### src/sv/cvl_pkg.sv
// shared widths, register indexes and reset values for the curvature velocity limiter
// no dependencies
package cvl_pkg;

    localparam int VAL_W     = 24;
    localparam int CURV_W    = 32;
    localparam int CFG_IDX_W = 8;
    localparam int QUOT_W    = 48;
    localparam int ROOT_W    = 24;
    localparam int SQREM_W   = 26;

    typedef enum logic [CFG_IDX_W-1:0] {
        REG_AXLE_TRACK      = 8'd0,
        REG_LEFT_TURN_COEF  = 8'd1,
        REG_RIGHT_TURN_COEF = 8'd2
    } cfg_reg_t;

    localparam logic [VAL_W-1:0] AXLE_TRACK_RST = 24'd39322;
    localparam logic [VAL_W-1:0] TURN_COEF_RST  = 24'd642908;
    localparam logic [VAL_W-1:0] VAL_MAX        = {VAL_W{1'b1}};

endpackage

### src/sv/cvl_isqrt.sv
// pipelined integer square root, one root bit per stage, with a sideband
// depends on cvl_pkg
module cvl_isqrt #(
    parameter int SB_W = 25
) (
    input  logic                       clk,
    input  logic                       rst_n,
    input  logic                       in_valid,
    input  logic [cvl_pkg::QUOT_W-1:0] in_rad,
    input  logic [SB_W-1:0]            in_sb,
    output logic                       out_valid,
    output logic [cvl_pkg::ROOT_W-1:0] out_root,
    output logic [SB_W-1:0]            out_sb
);

    localparam int N   = cvl_pkg::ROOT_W;
    localparam int RW  = cvl_pkg::QUOT_W;
    localparam int SRW = cvl_pkg::SQREM_W;

    logic          valid_reg [N];
    logic [N-1:0]  root_reg  [N];
    logic [SB_W-1:0] sb_reg  [N];
    logic [RW-1:0] rad_reg   [N-1];
    logic [SRW-1:0] rem_reg  [N-1];

    for (genvar s = 0; s < N; s++)
    begin : g_stage
        logic            src_valid;
        logic [RW-1:0]   src_rad;
        logic [SRW-1:0]  src_rem;
        logic [N-1:0]    src_root;
        logic [SB_W-1:0] src_sb;
        logic [SRW+1:0]  r;
        logic [SRW+1:0]  trial;
        logic            ge;
        logic [SRW-1:0]  rem_next;

        if (s == 0)
        begin : g_first
            assign src_valid = in_valid;
            assign src_rad   = in_rad;
            assign src_rem   = '0;
            assign src_root  = '0;
            assign src_sb    = in_sb;
        end
        else
        begin : g_rest
            assign src_valid = valid_reg[s-1];
            assign src_rad   = rad_reg[s-1];
            assign src_rem   = rem_reg[s-1];
            assign src_root  = root_reg[s-1];
            assign src_sb    = sb_reg[s-1];
        end

        always_comb
        begin
            r        = {src_rem, src_rad[RW-1:RW-2]};
            trial    = (SRW+2)'({src_root, 2'b01});
            ge       = (r >= trial);
            rem_next = ge ? SRW'(r - trial) : SRW'(r);
        end

        always_ff @(posedge clk or negedge rst_n)
        begin
            if (!rst_n)
            begin
                valid_reg[s] <= 1'b0;
            end
            else
            begin
                valid_reg[s] <= src_valid;
            end
        end

        always_ff @(posedge clk)
        begin
            root_reg[s] <= {src_root[N-2:0], ge};
            sb_reg[s]   <= src_sb;
        end

        if (s < N - 1)
        begin : g_carry
            always_ff @(posedge clk)
            begin
                rad_reg[s] <= src_rad << 2;
                rem_reg[s] <= rem_next;
            end
        end
    end

    assign out_valid = valid_reg[N-1];
    assign out_root  = root_reg[N-1];
    assign out_sb    = sb_reg[N-1];

endmodule
### config.mk
export PLATFORM = sky130hd
export DESIGN_NAME = cvl_isqrt
export DESIGN_NICKNAME = d
export VERILOG_FILES = /design/src/sv/cvl_pkg.sv /design/src/sv/cvl_isqrt.sv
export SDC_FILE = /design/constraint.sdc
export NUM_CORES = 2
export LEC_CHECK = 0
export BUFFER_PORTS_ARGS = -buffer_cell sky130_fd_sc_hd__buf_2
export CAP_MARGIN = 10
export CORE_ASPECT_RATIO = 0.9
export CORE_UTILIZATION = 40
export DETAILED_ROUTE_END_ITERATION = 8
export HOLD_SLACK_MARGIN = 0.02
export RECOVER_POWER = 25
export SLEW_MARGIN = 10
export SYNTH_ARGS = -nofsm -noshare
export SYNTH_HDL_FRONTEND = slang
export SYNTH_SLANG_ARGS = --single-unit
### constraint.sdc
create_clock -name clk -period 3.9 [get_ports clk]
set_clock_uncertainty 0.05 [all_clocks]
set_input_delay 0 -clock clk [delete_from_list [all_inputs] [get_ports clk]]
set_output_delay 0 -clock clk [all_outputs]
set_load 0.01 [all_outputs]
==> out/results.tsv <==
stage	metric	value	unit
clocking	path_clk_slew	0.07	ns
final_layout	final_common_cell	dfxtp_1	
grt	grt-ovfl-total	0	
timing	tns	0	ns
drt	wl	115.0	mm
drt	drtIter0Drc	1912	
floorplan	die_h	381.0	um
clocking	cts_resized	0	
final_layout	final_cell_mix	dfxtp_1 (2,015), inv_1 (401), nand2_1 (367)	
synth	synth-edff-count	0	
synth	synth_seq_cells	2039	
placed_design	hpwlAfterDp	81.96	mm
placed_design	dpl_cell_area	67090	sq um
floorplan	placementRows	138	
floorplan	die_w	423.1	um
critical_path	critPathSlowestCell	a2111o_1	
final_layout	layout.nets	6470	
final_layout	postLayoutCellArea	75660	sq um
final_layout	multi_input_area	21090	sq um
clocking	cts_tree	done	
critical_path	max_stage_delay	0.52	ns
synth	synth.cell_area	63830	sq um
critical_path	crit_required	4.51	ns
synth	syn_inst	5645	
placed_design	globalplace.congestion	0.8764	
drt	vias	38640	
final_layout	regArea	40940	sq um
floorplan	start_util	40.44	%
floorplan	fp.coreArea	157800	sq um
clocking	clock-root-buffer	clkbuf_16	
synth	ys.flop_type	dfxtp_1	
timing	setup_viol	0	
synth	synth_nets	6047	
pwr	vdd_drop_max	428.1	uV
clocking	clock_latency	0.85	ns
min_path	hp-class	flip-flop to flip-flop	
pwr	powerDensity	687.9	nW/um^2
timing	hold_violations	0	
final_layout	largest_register_ff_count	600	
clocking	clkSinkCount	2039	
drt	wl_met3	5.380	mm
clocking	ctsLongestPathBuffers	3	
final_layout	area_growth_syn_to_layout	18.53	%
pwr	pwr-share-comb	12.7	%
grt	grt_max_degree	36	
final_layout	drive_gt1_share	9.283	%
drt	ant_nets	0	
grt	grt_pass1_wl	190.0	mm
critical_path	path_cells	inv_1 > ha_1 > a21o_1 > a22o_1 > or3_1 > o311a_1 > o21ai_1 > o21ai_0 > a2111o_1 > or4_1 > xnor2_1	
drt	firstDrtPassIters	6	
final_layout	antennaDiodeCount	0	
final_layout	stdcell_count	8337	
timing	maxSlewViolCount	0	
synth	async_flop_share	1.177	%
pwr	finalPower	52.04	mW
drt	highest_layer	met4	
job	cap_violations	0	
clocking	cts_made_buffers	192	
timing	worstMarginPinSlew	0.9784	ns
synth	synth_cell_type_count	83	
timing	rsz0062_at_grt	false	
timing	fin_crit	3.455	ns
timing	fin_crit_sh	88.59	%
drt	wl_met2	48.30	mm
synth	avgSynthCellArea	11.31	sq um
pwr	p_leak	34.46	nW
critical_path	critical_path.startpoint_type	flip-flop	
pwr	p_int	38.45	mW
critical_path	critPathMaxFanout	5	
grt	grtUsageTotal	14.27	%
pwr	p_sw_share	26.12	%
synth	yosysSeqAreaShare	64.14	%
grt	grt_pass1_vias	37700	
placed_design	port_buffers	125	
drt	wire_per_inst	13.79	um
grt	antenna_found_initial	2	
run_status	outcome	complete, no violations	
floorplan	ioPinCount	126	
drt	drc	0	
timing	max_freq	0.2894	GHz
drt	wl_met1	58.38	mm
critical_path	crit_path_end_kind	flip-flop	
clocking	cts_htree_levels	4	
critical_path	worstPathArrival	4.07	ns
critical_path	crit_type	flip-flop to flip-flop	
pwr	clkPwrFrac	38.0	%
final_layout	nFillCells	14220	
synth	yosysWarnings	0	
floorplan	dieArea	161200	sq um
pwr	switching_power	13.60	mW
timing	slew-limit-headroom	34.56	%
drt	vias_per_cell	4.635	
pwr	p_seq_share	49.2	%
placed_design	dp_cells	7823	
-- worst paths after layout --
kind / startpoint / to / slack (ns) / cells after the start
min in group asynchronous: rst_n / g_stage[18].src_valid$_DFF_PN0_ / 0.34 / 3
worst min register to register: rad_reg[0][180]$_DFF_P_ / rad_reg[1][44]$_DFF_P_ / 0.23 / 0
worst max register to register: root_reg[11][3]$_DFF_P_ / rem_reg[1][129]$_DFF_P_ / 0.44 / 11
worst min-delay path: rad_reg[0][180]$_DFF_P_ / rad_reg[1][44]$_DFF_P_ / 0.23 / 0
max in group asynchronous: rst_n / g_stage[11].src_valid$_DFF_PN0_ / 2.86 / 3
worst max-delay path: root_reg[11][3]$_DFF_P_ / rem_reg[1][129]$_DFF_P_ / 0.44 / 11
-- layer usage --
layer / vias to the layer above / GRT usage (%)
li1: 19930 / -
met1: 17740 / 20.22
met2: 754 / 21.51
met3: 222 / 2.950
met4: 0 / 4.807
met5: - / 0
-- per-stage QoR --
stage / worst slack (ns) / hold slack [ns] / utilization, %
final: 0.4449 / 0.2315 / 47.94
after floorplan: 0.8228 / -0.3456 / -
after global placement: 0.5396 / -0.06955 / 42.51
after global routing: 0.2073 / 0.1862 / 47.94
after CTS: 0.4671 / 0.1569 / 47.94
after detailed placement: 0.5731 / -0.04930 / 42.51
-- final cells by class --
| class | instances | area share [%] |
|---|---|---|
| clock inverters | 105 | 2.186 |
| repair buffers | 309 | 3.202 |
| well taps | 2100 | 3.473 |
| inverters | 406 | 2.014 |
| clock buffers | 258 | 7.143 |
| flip-flops and latches | 2039 | 54.11 |
| multi-input cells | 3120 | 27.87 |
-- cell usage after synthesis, types with 31 or more instances --
cell type | n | share of area [%]
a21o_1 | 109 | 1.3
o21ai_0 | 267 | 2.1
nor3_1 | 132 | 1.0
nor2_1 | 312 | 1.8
nand2_1 | 367 | 2.2
xnor2_1 | 216 | 3.0
xor2_1 | 235 | 3.2
ha_1 | 326 | 6.4
o31ai_1 | 34 | 0.40
nor4_1 | 69 | 0.68
dfxtp_1 | 2015 | 63
nand3_1 | 84 | 0.66
inv_1 | 401 | 2.4
nor2b_1 | 52 | 0.51
or3_1 | 37 | 0.36
o21a_1 | 68 | 0.80
a21oi_1 | 290 | 2.3
mux2_2 | 31 | 0.55
a31oi_1 | 34 | 0.33
clkbuf_1 | 72 | 0.42
nand2b_1 | 71 | 0.70
nand4_1 | 50 | 0.49
-- power by group through the flow --
| stage | registers [mW] | logic, mW | clock network (mW) |
|---|---|---|---|
| final | 25.6 | 6.63 | 19.8 |
| after global routing | 25.9 | 7.48 | 21.4 |
| after CTS | 25.6 | 6.64 | 20.4 |
| after global placement | 26.1 | 6.37 | 0 |
| after detailed placement | 26.1 | 6.47 | 0 |
| after floorplan | 25.3 | 5.08 | 0 |
-- critical path: cells and delay by family (launching register included) --
kind	cells	cell delay (ns)
flops	1	0.32
compound gates	6	1.60
buf+inv	1	0.04
simple gates	2	0.80
xor+xnor	1	0.14
fa+ha+maj	1	0.34
-- timing repair --
action                                  CTS  global route
buffers inserted                          0             0
hold buffers                            151             0
endpoints found under the hold margin    99             0
endpoints found under the setup margin    0             0
-- cells by family after synthesis --
family                     Yosys count  synth area share [%]
DFF                               2039                 64.14
and+or+nand+nor                   1315                 10.12
AOI/OAI and AO/OA                  987                 9.576
buffers and inverters              486                 2.889
xor gates and xnor gates           451                 6.188
adders and majority gates          326                 6.390
muxes                               40                0.6880
other                                1              0.005875
(Power assumes the default switching activity.)
